$ cat src/sv/bcd_pkg.sv
// Shared types and constants of the band classifier with debounce.
// Depends on nothing; every other file but bcd_fifo refers to it by scoped names.
package bcd_pkg;

  localparam int unsigned SAMPLE_W = 21;
  localparam int unsigned THRESH_W = 16;
  localparam int unsigned HITS_W   = 8;
  localparam int unsigned CLASS_W  = 3;
  localparam int unsigned INDEX_W  = 3;

  localparam logic [HITS_W-1:0] HIT_MAX = 8'd255;

  typedef enum logic [CLASS_W-1:0] {
    CLS_GAP   = 3'd0,
    CLS_BAND1 = 3'd1,
    CLS_BAND2 = 3'd2,
    CLS_BAND3 = 3'd3,
    CLS_BAND4 = 3'd4,
    CLS_FAULT = 3'd5
  } class_t;

  // Configuration register indexes.
  localparam logic [INDEX_W-1:0] REG_BAND4_UPPER   = 3'd0;
  localparam logic [INDEX_W-1:0] REG_BAND3_LOWER   = 3'd1;
  localparam logic [INDEX_W-1:0] REG_BAND3_UPPER   = 3'd2;
  localparam logic [INDEX_W-1:0] REG_BAND2_LOWER   = 3'd3;
  localparam logic [INDEX_W-1:0] REG_BAND2_UPPER   = 3'd4;
  localparam logic [INDEX_W-1:0] REG_BAND1_LOWER   = 3'd5;
  localparam logic [INDEX_W-1:0] REG_HITS_FOR_BAND = 3'd6;
  localparam logic [INDEX_W-1:0] REG_HITS_FOR_GAP  = 3'd7;

  // Reset values of the configuration registers.
  localparam logic [THRESH_W-1:0] RST_BAND4_UPPER   = 16'd52;
  localparam logic [THRESH_W-1:0] RST_BAND3_LOWER   = 16'd60;
  localparam logic [THRESH_W-1:0] RST_BAND3_UPPER   = 16'd76;
  localparam logic [THRESH_W-1:0] RST_BAND2_LOWER   = 16'd96;
  localparam logic [THRESH_W-1:0] RST_BAND2_UPPER   = 16'd140;
  localparam logic [THRESH_W-1:0] RST_BAND1_LOWER   = 16'd172;
  localparam logic [HITS_W-1:0]   RST_HITS_FOR_BAND = 8'd4;
  localparam logic [HITS_W-1:0]   RST_HITS_FOR_GAP  = 8'd8;

  typedef struct packed {
    logic [THRESH_W-1:0] band4_upper;
    logic [THRESH_W-1:0] band3_lower;
    logic [THRESH_W-1:0] band3_upper;
    logic [THRESH_W-1:0] band2_lower;
    logic [THRESH_W-1:0] band2_upper;
    logic [THRESH_W-1:0] band1_lower;
    logic [HITS_W-1:0]   hits_for_band;
    logic [HITS_W-1:0]   hits_for_gap;
  } cfg_t;

  typedef struct packed {
    class_t committed_class;
    class_t instant_class;
  } result_t;

endpackage

$ cat src/sv/bcd_fifo.sv
// Small first-in first-out queue of registers, used between the stages.
// Depends on nothing; width and depth come from its parameters (depth of two or more).
module bcd_fifo #(
  parameter int unsigned WIDTH = 3,
  parameter int unsigned DEPTH = 2
) (
  input  logic             clk,
  input  logic             rst_n,
  input  logic             push,
  input  logic [WIDTH-1:0] wdata,
  output logic             full,
  input  logic             pop,
  output logic [WIDTH-1:0] rdata,
  output logic             empty
);

  localparam int unsigned PTR_W = $clog2(DEPTH);
  localparam int unsigned CNT_W = $clog2(DEPTH + 1);

  logic [WIDTH-1:0] mem_r [DEPTH];
  logic [PTR_W-1:0] wr_ptr_r, wr_ptr_nxt;
  logic [PTR_W-1:0] rd_ptr_r, rd_ptr_nxt;
  logic [CNT_W-1:0] count_r, count_nxt;
  logic             do_push;
  logic             do_pop;

  assign full    = (count_r == CNT_W'(DEPTH));
  assign empty   = (count_r == '0);
  assign do_push = push && !full;
  assign do_pop  = pop && !empty;
  assign rdata   = mem_r[rd_ptr_r];

  always_comb begin
    wr_ptr_nxt = wr_ptr_r;
    rd_ptr_nxt = rd_ptr_r;
    count_nxt  = count_r;
    if (do_push) begin
      wr_ptr_nxt = (wr_ptr_r == PTR_W'(DEPTH - 1)) ? '0 : wr_ptr_r + 1'b1;
    end
    if (do_pop) begin
      rd_ptr_nxt = (rd_ptr_r == PTR_W'(DEPTH - 1)) ? '0 : rd_ptr_r + 1'b1;
    end
    if (do_push && !do_pop) begin
      count_nxt = count_r + 1'b1;
    end else if (do_pop && !do_push) begin
      count_nxt = count_r - 1'b1;
    end
  end

  always_ff @(posedge clk) begin
    if (!rst_n) begin
      wr_ptr_r <= '0;
      rd_ptr_r <= '0;
      count_r  <= '0;
    end else begin
      wr_ptr_r <= wr_ptr_nxt;
      rd_ptr_r <= rd_ptr_nxt;
      count_r  <= count_nxt;
    end
  end

  always_ff @(posedge clk) begin
    if (do_push) begin
      mem_r[wr_ptr_r] <= wdata;
    end
  end

endmodule

$ cat src/sv/bcd_front.sv
// Front end: median of three samples and classification against the thresholds.
// Depends on bcd_pkg for the class codes and the configuration struct.
module bcd_front (
  input  bcd_pkg::cfg_t                 cfg,
  input  logic [bcd_pkg::SAMPLE_W-1:0]  sample_first,
  input  logic [bcd_pkg::SAMPLE_W-1:0]  sample_second,
  input  logic [bcd_pkg::SAMPLE_W-1:0]  sample_third,
  output bcd_pkg::class_t               instant_class
);

  logic [bcd_pkg::SAMPLE_W-1:0] a, b, c, med;
  logic [bcd_pkg::SAMPLE_W-1:0] b4u, b3l, b3u, b2l, b2u, b1l;
  logic                         timeout;

  assign a = sample_first;
  assign b = sample_second;
  assign c = sample_third;

  assign b4u = bcd_pkg::SAMPLE_W'(cfg.band4_upper);
  assign b3l = bcd_pkg::SAMPLE_W'(cfg.band3_lower);
  assign b3u = bcd_pkg::SAMPLE_W'(cfg.band3_upper);
  assign b2l = bcd_pkg::SAMPLE_W'(cfg.band2_lower);
  assign b2u = bcd_pkg::SAMPLE_W'(cfg.band2_upper);
  assign b1l = bcd_pkg::SAMPLE_W'(cfg.band1_lower);

  assign timeout = (a == '0) || (b == '0) || (c == '0);

  always_comb begin
    if ((a <= b && b <= c) || (c <= b && b <= a)) begin
      med = b;
    end else if ((b <= a && a <= c) || (c <= a && a <= b)) begin
      med = a;
    end else begin
      med = c;
    end
  end

  // Timeout (a zero sample) wins; then gap ranges are tested before the bands, and bands from 4 down to 1.
  always_comb begin
    if (timeout) begin
      instant_class = bcd_pkg::CLS_FAULT;
    end else if (med > b4u && med < b3l) begin
      instant_class = bcd_pkg::CLS_GAP;
    end else if (med > b3u && med < b2l) begin
      instant_class = bcd_pkg::CLS_GAP;
    end else if (med > b2u && med < b1l) begin
      instant_class = bcd_pkg::CLS_GAP;
    end else if (med <= b4u) begin
      instant_class = bcd_pkg::CLS_BAND4;
    end else if (med >= b3l && med <= b3u) begin
      instant_class = bcd_pkg::CLS_BAND3;
    end else if (med >= b2l && med <= b2u) begin
      instant_class = bcd_pkg::CLS_BAND2;
    end else if (med >= b1l) begin
      instant_class = bcd_pkg::CLS_BAND1;
    end else begin
      instant_class = bcd_pkg::CLS_GAP;
    end
  end

endmodule

$ cat src/sv/bcd_back.sv
// Back end: debounce that commits a class after enough consecutive hits, and a fault at once.
// Depends on bcd_pkg for the class codes, configuration and result structs.
module bcd_back (
  input  logic               clk,
  input  logic               rst_n,
  input  bcd_pkg::cfg_t      cfg,
  input  logic               step,
  input  bcd_pkg::class_t    instant_class,
  output bcd_pkg::result_t   result
);

  bcd_pkg::class_t              committed_r, committed_nxt;
  bcd_pkg::class_t              pending_r, pending_nxt;
  logic [bcd_pkg::HITS_W-1:0]   hit_count_r, hit_count_nxt;
  logic [bcd_pkg::HITS_W-1:0]   need;

  always_comb begin
    committed_nxt = committed_r;
    pending_nxt   = pending_r;
    hit_count_nxt = hit_count_r;
    need = (instant_class == bcd_pkg::CLS_GAP) ? cfg.hits_for_gap : cfg.hits_for_band;
    if (instant_class == bcd_pkg::CLS_FAULT) begin
      committed_nxt = bcd_pkg::CLS_FAULT;
      pending_nxt   = bcd_pkg::CLS_FAULT;
      hit_count_nxt = '0;
    end else begin
      if (instant_class == pending_r) begin
        if (hit_count_r != bcd_pkg::HIT_MAX) begin
          hit_count_nxt = hit_count_r + 1'b1;
        end
      end else begin
        pending_nxt   = instant_class;
        hit_count_nxt = bcd_pkg::HITS_W'(1);
      end
      if (instant_class != committed_r && hit_count_nxt >= need) begin
        committed_nxt = instant_class;
      end
    end
  end

  assign result.committed_class = committed_nxt;
  assign result.instant_class   = instant_class;

  always_ff @(posedge clk) begin
    if (!rst_n) begin
      committed_r <= bcd_pkg::CLS_GAP;
      pending_r   <= bcd_pkg::CLS_GAP;
      hit_count_r <= '0;
    end else if (step) begin
      committed_r <= committed_nxt;
      pending_r   <= pending_nxt;
      hit_count_r <= hit_count_nxt;
    end
  end

`ifndef SYNTHESIS
  a_fault_commits: assert property (@(posedge clk) disable iff (!rst_n)
    step && instant_class == bcd_pkg::CLS_FAULT |=> committed_r == bcd_pkg::CLS_FAULT)
    else $error("fault item did not commit the fault class");

  a_commit_from_pending: assert property (@(posedge clk) disable iff (!rst_n)
    step |=> (committed_r == $past(committed_r)) || (committed_r == pending_r))
    else $error("committed class changed to something other than the pending class");

  a_fault_clears_count: assert property (@(posedge clk)
    pending_r == bcd_pkg::CLS_FAULT |-> hit_count_r == '0)
    else $error("hit count not zero while fault is pending");

  a_count_saturates: assert property (@(posedge clk) disable iff (!rst_n)
    step && hit_count_r == bcd_pkg::HIT_MAX && instant_class == pending_r
    |=> hit_count_r == bcd_pkg::HIT_MAX)
    else $error("hit count wrapped past its maximum");
`endif

endmodule

$ cat src/sv/band_classifier_with_debounce.sv
// Top level of the band classifier with debounce: configuration registers,
// front end, class queue, back end and result queue. Depends on bcd_pkg and all bcd_ modules.

// The block takes one word of three charge-time samples per clock cycle while in_full is low
// and returns one result word per input word, in order: the committed class after that word
// and the word's own instant class (0 gap, 1 to 4 band, 5 fault). A word is classified in
// the cycle it is accepted and its class is written to a short class queue; the debounce unit
// takes the class from that queue once the result queue has room and writes the result to
// the result queue, whose head drives the out_ ports. Both queues hold MID_DEPTH and OUT_DEPTH
// words; with out_pop held high the sustained rate is one word per cycle, and
// when the result side stalls the queues fill and in_full rises after at most MID_DEPTH plus
// OUT_DEPTH words. Configuration writes are always taken (cfg_ready is high) and should be
// issued only while no word is in flight.
module band_classifier_with_debounce #(
  parameter int unsigned MID_DEPTH = 2,
  parameter int unsigned OUT_DEPTH = 2
) (
  input  logic                          clk,
  input  logic                          rst_n,
  // Input word channel.
  input  logic                          in_push,
  output logic                          in_full,
  input  logic [bcd_pkg::SAMPLE_W-1:0]  in_sample_first,
  input  logic [bcd_pkg::SAMPLE_W-1:0]  in_sample_second,
  input  logic [bcd_pkg::SAMPLE_W-1:0]  in_sample_third,
  // Result word channel.
  output logic                          out_empty,
  input  logic                          out_pop,
  output logic [bcd_pkg::CLASS_W-1:0]   out_committed_class,
  output logic [bcd_pkg::CLASS_W-1:0]   out_instant_class,
  // Configuration write channel.
  input  logic                          cfg_valid,
  output logic                          cfg_ready,
  input  logic [bcd_pkg::INDEX_W-1:0]   cfg_index,
  input  logic [bcd_pkg::THRESH_W-1:0]  cfg_data
);

  localparam int unsigned CLS_BITS = $bits(bcd_pkg::class_t);
  localparam int unsigned RES_BITS = $bits(bcd_pkg::result_t);

  bcd_pkg::cfg_t     cfg_r;
  bcd_pkg::class_t   front_class;
  bcd_pkg::class_t   back_class;
  bcd_pkg::result_t  back_result;
  bcd_pkg::result_t  out_word;
  logic [CLS_BITS-1:0] mid_rdata;
  logic [RES_BITS-1:0] out_rdata;
  logic              mid_empty;
  logic              res_full;
  logic              back_step;

  // Configuration registers; a write goes straight into its register, so the channel is always ready.
  assign cfg_ready = 1'b1;

  always_ff @(posedge clk) begin
    if (!rst_n) begin
      cfg_r.band4_upper   <= bcd_pkg::RST_BAND4_UPPER;
      cfg_r.band3_lower   <= bcd_pkg::RST_BAND3_LOWER;
      cfg_r.band3_upper   <= bcd_pkg::RST_BAND3_UPPER;
      cfg_r.band2_lower   <= bcd_pkg::RST_BAND2_LOWER;
      cfg_r.band2_upper   <= bcd_pkg::RST_BAND2_UPPER;
      cfg_r.band1_lower   <= bcd_pkg::RST_BAND1_LOWER;
      cfg_r.hits_for_band <= bcd_pkg::RST_HITS_FOR_BAND;
      cfg_r.hits_for_gap  <= bcd_pkg::RST_HITS_FOR_GAP;
    end else if (cfg_valid) begin
      case (cfg_index)
        bcd_pkg::REG_BAND4_UPPER:   cfg_r.band4_upper <= cfg_data;
        bcd_pkg::REG_BAND3_LOWER:   cfg_r.band3_lower <= cfg_data;
        bcd_pkg::REG_BAND3_UPPER:   cfg_r.band3_upper <= cfg_data;
        bcd_pkg::REG_BAND2_LOWER:   cfg_r.band2_lower <= cfg_data;
        bcd_pkg::REG_BAND2_UPPER:   cfg_r.band2_upper <= cfg_data;
        bcd_pkg::REG_BAND1_LOWER:   cfg_r.band1_lower <= cfg_data;
        bcd_pkg::REG_HITS_FOR_BAND: cfg_r.hits_for_band <= cfg_data[bcd_pkg::HITS_W-1:0];
        bcd_pkg::REG_HITS_FOR_GAP:  cfg_r.hits_for_gap <= cfg_data[bcd_pkg::HITS_W-1:0];
        default: begin
        end
      endcase
    end
  end

  // Front end classifies the incoming word straight into the class queue.
  bcd_front u_front (
    .cfg           (cfg_r),
    .sample_first  (in_sample_first),
    .sample_second (in_sample_second),
    .sample_third  (in_sample_third),
    .instant_class (front_class)
  );

  bcd_fifo #(
    .WIDTH (CLS_BITS),
    .DEPTH (MID_DEPTH)
  ) u_mid_fifo (
    .clk   (clk),
    .rst_n (rst_n),
    .push  (in_push),
    .wdata (front_class),
    .full  (in_full),
    .pop   (back_step),
    .rdata (mid_rdata),
    .empty (mid_empty)
  );

  // The debounce unit advances whenever a class waits and the result queue has room.
  assign back_step  = !mid_empty && !res_full;
  assign back_class = bcd_pkg::class_t'(mid_rdata);

  bcd_back u_back (
    .clk           (clk),
    .rst_n         (rst_n),
    .cfg           (cfg_r),
    .step          (back_step),
    .instant_class (back_class),
    .result        (back_result)
  );

  bcd_fifo #(
    .WIDTH (RES_BITS),
    .DEPTH (OUT_DEPTH)
  ) u_out_fifo (
    .clk   (clk),
    .rst_n (rst_n),
    .push  (back_step),
    .wdata (back_result),
    .full  (res_full),
    .pop   (out_pop),
    .rdata (out_rdata),
    .empty (out_empty)
  );

  assign out_word            = bcd_pkg::result_t'(out_rdata);
  assign out_committed_class = out_word.committed_class;
  assign out_instant_class   = out_word.instant_class;

endmodule
$ cat config.mk
export PLATFORM = sky130hd
export DESIGN_NAME = band_classifier_with_debounce
export DESIGN_NICKNAME = d
export VERILOG_FILES = /design/src/sv/bcd_pkg.sv /design/src/sv/bcd_fifo.sv /design/src/sv/bcd_front.sv /design/src/sv/bcd_back.sv /design/src/sv/band_classifier_with_debounce.sv
export SDC_FILE = /design/constraint.sdc
export NUM_CORES = 1
export LEC_CHECK = 0
export BUFFER_PORTS_ARGS = -buffer_cell sky130_fd_sc_hd__buf_2
export CAP_MARGIN = 5
export CORE_MARGIN = 4
export CORE_UTILIZATION = 66
export CTS_CLUSTER_SIZE = 14
export DETAILED_ROUTE_END_ITERATION = 7
export PLACE_DENSITY = 0.88
export SLEW_MARGIN = 0
export SYNTH_ARGS = -nofsm -noshare
export SYNTH_HDL_FRONTEND = slang
export SYNTH_SLANG_ARGS = --single-unit
export TNS_END_PERCENT = 1
$ cat constraint.sdc
create_clock -name clk -period 11.1 [get_ports clk]
set_clock_uncertainty 0.15 [all_clocks]
set_input_delay 1.11 -clock clk [delete_from_list [all_inputs] [get_ports clk]]
set_output_delay 1.11 -clock clk [all_outputs]
set_load 0.005 [all_outputs]
Word level (Yosys, flattened, before mapping). Memory sizes are Yosys's and may differ from the RTL's. A register that Yosys moved wholly into a read port is not among the register bits. Cells that the tools add are included.

Memory bits (writable): 18. Memories kept: 2. Word-level logic and storage cells: 145. Output and inout port bits: 9. Register bits: 134.

Magnitude comparators: 19. Multiplexer cells: 35. Reductions and logical operators: 49. $add $sub $neg: 9. Equal/unequal tests: 14.

Memories: u_out_fifo.mem_r (depth 2, width 6, rd ports 1, clocked after Yosys merged registers in 1, write ports 1, line bcd_fifo.sv:20) `logic [WIDTH-1:0] mem_r [DEPTH];`; u_mid_fifo.mem_r (depth 2, width 3, rd ports 1, clocked after Yosys merged registers in 1, write ports 1, line bcd_fifo.sv:20).

Operator list (number): $le A21 B21 Y1 (6); $ge A21 B16 Y1 (3); $gt A21 B16 Y1 (3); $le A21 B16 Y1 (3); $logic_not A21 Y1 (3); $lt A21 B16 Y1 (3); $mux W21 (2); $mux W8 (5); $mux W3 (11); $logic_and A1 B1 Y1 (19); $reduce_and A2 Y1 (9); $eq A3 B3 Y1 const B (5); $mux W1 (13); $add A8 B1 Y8 const B (1); $ge A8 B8 Y1 (1); $logic_not A1 Y1 (8); $mux W2 (4); $ne A8 B8 Y1 const B (1); $eq A3 B2 Y1 const B (2); $logic_not A3 Y1 (2); $add A1 B1 Y1 const B (4); $add A2 B1 Y2 const B (2); $eq A2 B2 Y1 const B (2); $logic_not A2 Y1 (2); other kinds (7) (12).

Depth between registers and ports, before layout. Gate-level depths: netlist (run 1).

Depth after elaboration: 14. Depth in mapped cells: 24. Mapped depth without buffers: 23.

Hierarchy. From an unflattened synthesis (run 1), not the netlist that was laid out.

Cell total of the unflattened synthesis: 1285. Area total of the unflattened synthesis: 11224.5 um^2.

Modules (own cells, without submodules): bcd_front (sequential area each 0.0 um^2, cells each 653, area an instance 4700.8 um^2, times used 1); band_classifier_with_debounce (sequential area each 2242.2 um^2, cells each 397, area an instance 4161.5 um^2, times used 1); bcd_back (sequential area each 280.3 um^2, cells each 156, area an instance 1255.0 um^2, times used 1); bcd_fifo (u_out_fifo) (sequential area each 460.4 um^2, cells each 44, area an instance 665.6 um^2, times used 1); bcd_fifo (u_mid_fifo) (sequential area each 280.3 um^2, cells each 35, area an instance 441.7 um^2, times used 1).

Worst setup path after synthesis (run 1). Ideal clock, no wire load.

Kind: input port to flip-flop. From: in in_sample_third[20] in the netlist's numbering. To: mem u_mid_fifo.mem_r[0][1], data pin. Stages on the path: 22. Slack: 5.388 ns. Required time: 10.689 ns. Arrival time: 5.302 ns. Cell sequence: inv_1 ha_1 nand4_1 nor4_1 nand2_1 a211o_2 nand3_4 buf_1 a21oi_1 o21ai_0 ha_1 nor2b_1 o21a_1 o21a_1 o21a_1 o21bai_1 a21oi_1 o31a_1 o41ai_1 nand2b_1 a221oi_1 o2111a_1.

Word-level cells in the longest chain between the ends: 14.

Ends and longest elaborated chain: start, declared (line band_classifier_with_debounce.sv:25) `input logic [bcd_pkg::SAMPLE_W-1:0] in_sample_third,`; $le A21 B21 Y1 (line bcd_front.sv:31) `end else if ((b <= a && a <= c) || (c <= a && a <= b)) begin`; $logic_and A1 B1 Y1 (line bcd_front.sv:31); $logic_or A1 B1 Y1 (line bcd_front.sv:31); $mux W21 (line bcd_front.sv:31); $mux W21 (line bcd_front.sv:29) `if ((a <= b && b <= c) || (c <= b && b <= a)) begin`; $ge A21 B16 Y1 / $le A21 B16 Y1 (equally long branches) (line bcd_front.sv:52) `end else if (med >= b2l && med <= b2u) begin`; $logic_and A1 B1 Y1 (line bcd_front.sv:52); $mux W3 (line bcd_front.sv:52); $mux W3 (line bcd_front.sv:50) `end else if (med >= b3l && med <= b3u) begin`; $mux W3 (line bcd_front.sv:48) `end else if (med <= b4u) begin`; $mux W3 (line bcd_front.sv:46) `end else if (med > b2u && med < b1l) begin`; $mux W3 (line bcd_front.sv:44) `end else if (med > b3u && med < b2l) begin`; $mux W3 (line bcd_front.sv:42) `end else if (med > b4u && med < b3l) begin`; $mux W3 (*) (line bcd_front.sv:40) `if (timeout) begin`; net front_class[1] (line band_classifier_with_debounce.sv:42) `bcd_pkg::class_t front_class;`; end, declared (line bcd_fifo.sv:20).

Mark *: on every way through the listed nets, which the timed path passes. The rest lies on a longest branch.

Worst setup path after layout (run 1).
From: in in_sample_second[16] in the netlist's numbering. To: mem u_mid_fifo.mem_r[2][0], in the netlist u_mid_fifo.mem_r[1][0], data pin.

Word-level cells in the longest chain between the ends: 14.

Ends and longest elaborated chain: start, declared (line band_classifier_with_debounce.sv:24) `input logic [bcd_pkg::SAMPLE_W-1:0] in_sample_second,`; $le A21 B21 Y1 (line bcd_front.sv:29, bcd_front.sv:31); $logic_and A1 B1 Y1 (line bcd_front.sv:31); $logic_or A1 B1 Y1 (line bcd_front.sv:31); $mux W21 (line bcd_front.sv:31); $mux W21 (line bcd_front.sv:29); $ge A21 B16 Y1 (tied with other cells) (line bcd_front.sv:54) `end else if (med >= b1l) begin`; $mux W1 / $logic_and A1 B1 Y1 (equally long branches) (line bcd_front.sv:54, bcd_front.sv:52); $mux W3 (line bcd_front.sv:52); $mux W3 (line bcd_front.sv:50); $mux W3 (line bcd_front.sv:48); $mux W3 (line bcd_front.sv:46); $mux W3 (line bcd_front.sv:44); $mux W3 (line bcd_front.sv:42); $mux W3 (*) (line bcd_front.sv:40); net front_class[0] (line band_classifier_with_debounce.sv:42).

Marked as above.

==> qor.yml, run 1 <==
outcome:
  status: "finished, final reports clean"
yosys:
  synth.net_count: 1613
  synth_edf_count: 18
  ys_ff_latch: 154
  synth_top_cell_by_area: "dfxtp_1"
  synth.area.top_cells: "dfxtp_1, ha_1, nand2_1"
  yosysUniqueCellTypes: 63
  syn_area_um2: 10900
  synth.avg_cell_area_um2: 8.01
  synth_top_area_share_pct: 25.1
  async_flop_share_pct: 0
  synthFlopType: "dfxtp_1"
  yosys_warnings: 0
  seq_area_frac_synth_pct: 30.0
  syn_inst: 1356
worst_setup_path:
  cp_data_required_time_ps: 11180
  end_kind: "register"
  r2r.worst_path.cells: 15
  critPathLaunch: "in_sample_second[16]"
  cp_max_fo: 33
  cp-endpoint: "u_mid_fifo.mem_r[1][0]"
  start_kind: "primary input"
  crit_arrival_ps: 6970
  r2r_slack_ps: 6490
  criticalPathCategory: "in2reg"
  r2r_end: "u_back.committed_r[0]"
drt:
  wl_per_cell_um: 18.4
  drt_iter0_drc: 1063
  ant_nets: 0
  drc_errors: 0
  dr.pass1.iters: 8
  vias: 10149
  routed_wl_um: 30600
  vias_per_cell: 6.11
floorplanning:
  initial_utilization_pct: 67.9
  fp.dieW_um: 136
  io_pins: 96
  core-area_um2: 16000
  rows: 46
  die_y_um: 136
  dieArea_um2: 18600
sta:
  finalCritPeriodShare_pct: 62.0
  slew_headroom_pct: 13.2
  fin_crit_ps: 6890
  slew_violations: 0
  grt_setup_unrepaired: "no"
  worst_pin_slew_ps: 1290
  hold_viol: 0
  worst_slack_ps: 4210
  setup_tns_ps: 0
  holdWs_ps: 312
  fmax_mhz: 145
  setup_viol: 0
layout:
  fin_nets: 1689
  final_common_cell: "nand2_1"
  syn2layout_area_growth_pct: 11.2
  layout-drive-gt1-share_pct: 10.9
  design_area_um2: 12100
  n_antenna_cell: 0
  fillers: 1209
  final_cell_mix: "nand2_1, ha_1, inv_1, dfxtp_1"
grt:
  antenna_found_initial: 0
  grt_first_pass_wirelength_um: 49300
  grt.overflow.total: 0
  grt_pass1_vias: 10122
  grt_max_degree: 82
  track_usage_pct: 33.6
clock_network:
  cts_root_buffer: "clkbuf_16"
  cts_tree: "built"
  clk_pin_slew_ps: 70
  clkLatencyLatePin_ps: 440
  hold_buffers: 0
  cts.sinks: 154
  cts_buffers: 17
  postCtsSetupBuffers: 0
  cts_buffer_depth: 2
  post_cts_resized: 0
  htree_levels: 4
place:
  routabilityCongestion: 0.975
  pre_cts_ws_ps: 4010
  dpl.hpwl_um: 22600
  place_area_um2: 11500
  port_buffers: 94
min_path:
  hold_path.class: "reg2reg"
pwr:
  powerDensity_nw_per_um2: 159
  ir_drop_mv: 0.125
  power.leakage_nw: 5.30
job:
  drv_cap: 0
how the worst min path moves through the flow:
stage                          startpoint               endpoint  depth (start not counted)
detailed placement              cfg_r[56]              cfg_r[56]                          2
global placement    u_back.committed_r[1]  u_back.committed_r[1]                          2
finish                          cfg_r[78]              cfg_r[78]                          2
CTS                             cfg_r[78]              cfg_r[78]                          2
floorplan           u_back.committed_r[1]  u_back.committed_r[1]                          2
global route                    cfg_r[92]              cfg_r[92]                          2
registers in the layout, summed over array words and instances, names as in the netlist, 2 cells and up, named ones only:
| name | cells |
|---|---|
| u_mid_fifo.mem_r | 6 |
| u_out_fifo.mem_r | 12 |
| cfg_r | 112 |
| u_back.hit_count_r | 8 |
| u_back.committed_r | 3 |
| u_back.pending_r | 3 |
| u_out_fifo.count_r | 2 |
| u_mid_fifo.count_r | 2 |
report_power, final:
part | total [mW] | leakage (nW) | internal [mW] | switching (mW)
Clock | 0.584 | 0.283 | 0.318 | 0.266
Sequential | 0.650 | 1.27 | 0.621 | 0.0292
Combinational | 0.688 | 3.75 | 0.284 | 0.404
Total | 1.92 | 5.30 | 1.22 | 0.700
Yosys cell counts, types with 6 or more instances:
cell,n
and2_1,9
nand2_1,260
a21o_1,31
nand3_1,28
nor3_1,12
a22oi_1,8
a21oi_1,74
xnor2_1,8
nor2b_1,24
nand2b_1,11
buf_4,6
nand4_1,32
mux2_2,7
edfxtp_1,18
o21ai_0,50
o21a_1,15
nor2_1,54
ha_1,170
xor2_1,6
inv_1,145
dfxtp_1,136
o211ai_1,23
nor4_1,18
a211oi_1,6
clkbuf_1,37
a21boi_0,93
mux2i_1,15
metrics by stage:
stage	util [%]	cells	total power, mW
2_1_floorplan	-	1356	1.12
6_report	75.5	1661	1.92
4_1_cts	75.5	1661	1.91
3_5_place_dp	71.9	1629	1.33
5_1_grt	75.5	1661	2.03
3_3_place_gp	71.9	1629	1.30
worst max-delay path, cell delays in order:
cell and delay (ps):
buf_2 100, inv_1 90, ha_1 330, nand4_1 130, or2_1 260, nor3_2 210
a21boi_2 240, or2_4 160, xnor2_1 160, nand2_1 600, o21ai_0 1230, ha_1 430
a21o_1 180, a21o_1 170, a21oi_1 160, o21ai_0 170, o21ai_0 270, a211o_1 130
o311a_1 180, nor2_1 80, a22o_1 230, o311ai_1 340
per-layer routing:
metal  part of all wire, %  global-route usage [%]  vias up
li1                      -                       -     4858
met4                   4.6                    16.7        0
met1                    40                    41.4     4674
met3                   8.2                    7.22      137
met5                     0                       0        -
met2                    47                    55.6      480
cells by family after synthesis:
kind of cell / Yosys count / share of synthesized area [%]
AOI/OAI and AO/OA: 333 / 20.5
muxes: 23 / 2.25
and+or+nand+nor: 467 / 19.5
other: 1 / 0.0345
adders and majority gates: 170 / 19.6
buffers and inverters: 194 / 6.94
xor gates and xnor gates: 14 / 1.13
DFF: 154 / 30.0
layout make-up:
class / instances / area, um2 / area share (%)
clock buffers: 17 / 425 / 3.52
clock inverters: 15 / 156 / 1.29
inverters: 145 / 544 / 4.50
multi-input cells: 1008 / 6860 / 56.8
flip-flops and latches: 154 / 3260 / 27.0
well taps: 216 / 270 / 2.24
repair buffers: 106 / 563 / 4.66
No activity file was read; power rests on OpenSTA's default activity.
==> run 2, diff against run 1 <==
Settings changed: CORE_UTILIZATION 66 to 55, PLACE_DENSITY 0.88 to 0.78.
Clock period 11.1 ns to 6 ns, I/O delays scaled along.
==> run 2 against run 1 <==
Effect of this change:
- clock-buffer cell count rose by 2
- core utilization down 13 points
- clock power is 80% higher
- register-to-register slack lost 5100 ps
- non-clock buffer count rose by 15
- critical path type unchanged
- largest power group unchanged
==> qor.yml, run 2 (same netlist as run 1, synthesis figures left out) <==
outcome:
  status: "finished, final reports clean"
worst_setup_path:
  cp_max_fo: 24
  r2r.worst_path.cells: 15
  crit_top_cell: "a21o_1"
  end_kind: "register"
  crit_slowest_cell: "o311ai_1"
  start_kind: "primary input"
  crit_arrival_ps: 5450
  slowest_delay_ps: 350
  r2r_end: "u_back.committed_r[0]"
  r2r_slack_ps: 1440
  cp_data_required_time_ps: 6060
  criticalPathCategory: "in2reg"
grt:
  antenna_found_initial: 0
  grt.overflow.total: 0
  grt_pass1_vias: 9419
  grt_first_pass_wirelength_um: 46500
  track_usage_pct: 26.2
  grt_max_degree: 121
layout:
  postLayoutCoreUtil_pct: 62.9
  final_cell_mix: "nand2_1, ha_1, inv_1, dfxtp_1"
  largest_register_ffs: 112
  fin_nets: 1704
  n_antenna_cell: 0
  top_register: "cfg_r"
  largestRegisters: "cfg_r: 112 flops, u_out_fifo.mem_r: 12 flops, u_back.hit_count_r: 8 flops"
  final_common_cell: "nand2_1"
  syn2layout_area_growth_pct: 12.6
  stdcell_count: 1725
  layout-drive-gt1-share_pct: 11.6
drt:
  drc_errors: 0
  drt_iter0_drc: 635
  wl_per_cell_um: 16.6
  vias_per_cell: 5.67
  ant_nets: 0
  wl_met3_um: 1770
  top_layer: "met4"
  routed_wl_um: 28700
  route.met2.wl_um: 13600
  dr.pass1.iters: 5
  wl_met1_um: 12600
  vias: 9773
sta:
  slew_headroom_pct: 21.5
  worst_pin_slew_ps: 1170
  finalCritPeriodShare_pct: 89.9
  fin_crit_ps: 5390
  hold_viol: 0
  setup_tns_ps: 0
  grt_setup_unrepaired: "no"
  setup_viol: 0
  worst_slack_ps: 608
  slew_violations: 0
  fmax_mhz: 185
clock_network:
  cts_tree: "built"
  clkLatencyLatePin_ps: 440
  postCtsSetupBuffers: 0
  clk_pin_slew_ps: 70
  hold_buffers: 0
  cts.sinks: 154
  cts_root_buffer: "clkbuf_16"
  htree_levels: 4
  cts_buffer_depth: 2
  cts_buffers: 17
  post_cts_resized: 0
min_path:
  min_to: "cfg_r[26]"
  holdCritStartpoint: "cfg_r[26]"
  hold_depth: 2
  hold_path.class: "reg2reg"
pwr:
  power.leakage_nw: 5.36
  powerDensity_nw_per_um2: 290
  ir_drop_mv: 0.214
  total_power_mw: 3.55
floorplanning:
  initial_utilization_pct: 55.8
  fp.dieW_um: 149
  io_pins: 96
  rows: 51
  die_y_um: 149
  core-area_um2: 19500
  dieArea_um2: 22100
place:
  port_buffers: 94
  pre_cts_ws_ps: 331
  routabilityCongestion: 0.962
  dpl.hpwl_um: 22000
  dp_cells: 1693
job:
  drv_cap: 0
## run 2: cell count changes in the layout (fill, tap and decap cells not counted), sizes merged
cell	delta
clkinvlp	+1
buf	+15
clkinv	-1
clkbuf	+2
inv	-2
## run 2: per-stage QoR
stage	hold WS (ps)	area [um2]
floorplan	284	10900
global placement	293	11700
detailed placement	307	11700
CTS	319	12200
global route	335	12200
finish	317	12200
## run 2: area by class of cell
cell class	count	area [um2]
fillers	1675	7220
multi-input cells	1008	6860
flip-flops and latches	154	3260
repair buffers	121	676
inverters	145	544
clock buffers	19	433
well taps	265	332
clock inverters	13	134
## run 2: critical path, delay by kind of cell
| kind | cells | cell delay, ps |
|---|---|---|
| AND/OR/NAND/NOR | 6 | 1190 |
| XOR/XNOR | 1 | 180 |
| adder cells (fa/ha/maj) | 2 | 540 |
| buffers and inverters | 4 | 690 |
| AO/OA/AOI/OAI | 12 | 2240 |
## run 2: routing by layer
layer | vias up | global-route usage (%)
li1 | 4897 | -
met1 | 4527 | 34.9
met2 | 292 | 43.3
met3 | 57 | 3.99
met4 | 0 | 9.19
met5 | - | 0
## run 2: worst max path at each step
stage	endpoint	slack, ps	cells past startpoint	startpoint
6_report	u_mid_fifo.mem_r[1][0]	610	25	in_sample_second[15]
4_1_cts	u_mid_fifo.mem_r[1][0]	750	25	in_sample_second[15]
3_5_place_dp	u_mid_fifo.mem_r[0][0]	330	25	in_sample_second[15]
3_3_place_gp	u_mid_fifo.mem_r[0][1]	450	25	in_sample_third[15]
2_1_floorplan	u_mid_fifo.mem_r[0][1]	800	22	in_sample_third[20]
5_1_grt	u_mid_fifo.mem_r[0][0]	310	25	in_sample_second[14]
## run 2: where the power goes
group | switching, mW | internal [mW] | leakage, nW
clock network | 0.467 | 0.582 | 0.269
registers | 0.0527 | 1.15 | 1.27
logic | 0.737 | 0.559 | 3.82
==> run 3, diff against run 2 <==
--- a/config.mk
+++ b/config.mk
@@ -6,4 +6,5 @@
 export NUM_CORES = 1
 export LEC_CHECK = 0
+export ABC_AREA = 1
 export BUFFER_PORTS_ARGS = -buffer_cell sky130_fd_sc_hd__buf_2
 export CAP_MARGIN = 5
==> constraint.sdc (replaced) <==
create_clock -name clk -period 6 [get_ports clk]
set_clock_uncertainty 0.15 [all_clocks]
set_input_delay 1.2 -clock clk [delete_from_list [all_inputs] [get_ports clk]]
set_output_delay 1.2 -clock clk [all_outputs]
set_load 0.005 [all_outputs]
==> run 3 against run 2 <==
Effect of this change:
- via count rose by 6.6%
- combinational power grew 5%
- clock power up 8%
- global-route usage is 1.3 points higher
- worst hold slack worse by 17 ps
- largest cell class unchanged
==> qor.yml, run 3 <==
grt:
  grt_first_pass_wirelength_um: 48200
  track_usage_pct: 27.5
  antenna_found_initial: 0
  grt.overflow.total: 0
  grt_max_degree: 73
  grt_pass1_vias: 9453
job:
  drv_cap: 0
floorplanning:
  die_y_um: 149
  rows: 51
  initial_utilization_pct: 55.9
  core-area_um2: 19500
  fp.dieW_um: 149
  io_pins: 96
  dieArea_um2: 22100
worst_setup_path:
  path_depth: 32
  crit_slowest_cell: "a21oi_1"
  path_delay_family: "simple AND/OR/NAND/NOR gates"
  cp_max_fo: 33
  r2r_slack_ps: 2300
  criticalPathCategory: "in2reg"
  crit_arrival_ps: 5570
  cp_data_required_time_ps: 6010
  slowest_delay_ps: 480
  crit_top_cell: "nand2_1"
  r2r.worst_path.cells: 15
  end_kind: "register"
  start_kind: "primary input"
  path_buf_inv: 4
yosys:
  synthFlopType: "dfxtp_1"
  yosys_warnings: 0
  async_flop_share_pct: 0
  synth.most_common_cell: "nand2_1"
  seq_area_frac_synth_pct: 30.0
  synth.avg_cell_area_um2: 7.17
  syn_inst: 1516
  synth.net_count: 1773
  synth_edf_count: 18
  ys_ff_latch: 154
  synth_top_area_share_pct: 25.0
  synth_commonest_cells: "nand2_1, inv_1, a21oi_1, ha_1, o21ai_0"
  synth_top_cell_by_area: "dfxtp_1"
  synth.area.top_cells: "dfxtp_1, ha_1, nand2_1"
  yosysUniqueCellTypes: 48
  syn_area_um2: 10900
pwr:
  power.leakage_nw: 5.80
  powerDensity_nw_per_um2: 304
  ir_drop_mv: 0.205
place:
  routabilityCongestion: 1.06
  place_area_um2: 11600
  port_buffers: 94
  dpl.hpwl_um: 23800
sta:
  setup_tns_ps: 0
  setup_viol: 0
  slew_violations: 0
  hold_viol: 0
  fin_crit_ps: 5560
  holdWs_ps: 300
  grt_setup_unrepaired: "no"
  worst_pin_slew_ps: 874
  fmax_mhz: 180
  finalCritPeriodShare_pct: 92.6
  slew_headroom_pct: 41.8
drt:
  dr.pass1.iters: 5
  drt_iter0_drc: 739
  drc_errors: 0
  wl_per_cell_um: 16.3
  routed_wl_um: 30700
  ant_nets: 0
  vias: 10419
  vias_per_cell: 5.53
outcome:
  status: "finished, final reports clean"
layout:
  layout-drive-gt1-share_pct: 10.4
  fin_nets: 1864
  top_register: "cfg_r"
  postLayoutCoreUtil_pct: 63.0
  n_antenna_cell: 0
  final_cell_mix: "nand2_1, inv_1, a21oi_1, ha_1, o21ai_0"
  fillers: 1772
  largestRegisters: "cfg_r: 112 flops, u_out_fifo.mem_r: 12 flops, u_back.hit_count_r: 8 flops"
  syn2layout_area_growth_pct: 12.7
  design_area_um2: 12300
  largest_register_ffs: 112
  final_common_cell: "nand2_1"
min_path:
  hold_path.class: "reg2reg"
  hold_depth: 2
clock_network:
  htree_levels: 4
  postCtsSetupBuffers: 0
  clk_pin_slew_ps: 60
  cts_buffer_depth: 2
  hold_buffers: 0
  cts_tree: "built"
  cts_root_buffer: "clkbuf_16"
  cts_buffers: 17
  clkLatencyLatePin_ps: 440
  cts.sinks: 154
  post_cts_resized: 0
run 3: area by class of cell:
cell class	count	area [um2]	area share, %
clock buffers	18	429	3.50
clock inverters	14	183	1.49
inverters	241	907	7.40
multi-input cells	1083	6560	53.5
flip-flops and latches	154	3260	26.6
well taps	265	332	2.70
repair buffers	110	591	4.82
run 3: layer usage:
layer  vias up  share of wire (%)  GRT usage, %
met4         0                2.7          9.61
met3        61                6.7          4.51
met2       371                 45          43.4
met1      4718                 46          38.2
li1       5269                  -             -
met5         -                  0             0
run 3: power by group:
| group | internal (mW) | leakage, nW | switching (mW) |
|---|---|---|---|
| combinational | 0.498 | 4.23 | 0.872 |
| sequential | 1.18 | 1.28 | 0.0575 |
| clock | 0.664 | 0.294 | 0.462 |
| total | 2.34 | 5.80 | 1.39 |
run 3: final timing paths:
| kind | endpoint | from |
|---|---|---|
| min | cfg_r[0] | cfg_r[0] |
| max reg2reg | u_back.committed_r[2] | register |
| max | u_mid_fifo.mem_r[1][0] | in_sample_second[16] |
| min reg2reg | cfg_r[0] | cfg_r[0] |
run 3: kinds of logic (layout without fill, tap and decap cells):
| group | Yosys count | count (layout) | synth area share (%) |
|---|---|---|---|
| simple gates | 503 | 503 | 19.6 |
| buf+inv | 279 | 383 | 9.70 |
| mux | 13 | 13 | 1.27 |
| xor+xnor | 11 | 11 | 0.886 |
| flops | 154 | 154 | 30.0 |
| other cells | 1 | 1 | 0.0345 |
| fa+ha+maj | 170 | 170 | 19.6 |
| compound gates | 385 | 385 | 19.0 |
run 3: through the flow:
| stage | total power [mW] | setup slack [ps] | instances |
|---|---|---|---|
| 3_5_place_dp | 2.59 | 129 | 1853 |
| 2_1_floorplan | 2.16 | 960 | 1516 |
| 6_report | 3.73 | 442 | 1885 |
| 5_1_grt | 3.97 | 82.5 | 1885 |
| 4_1_cts | 3.73 | 550 | 1885 |
| 3_3_place_gp | 2.55 | 88.5 | 1853 |
run 3: worst register-to-register path: cells and delay by family, from the launching register on:
family | cells | cell delay, ps
flip-flops | 1 | 370
XOR/XNOR | 1 | 200
buffers and inverters | 2 | 260
AO/OA/AOI/OAI | 9 | 2010
AND/OR/NAND/NOR | 2 | 310
adder cells (fa/ha/maj) | 1 | 290
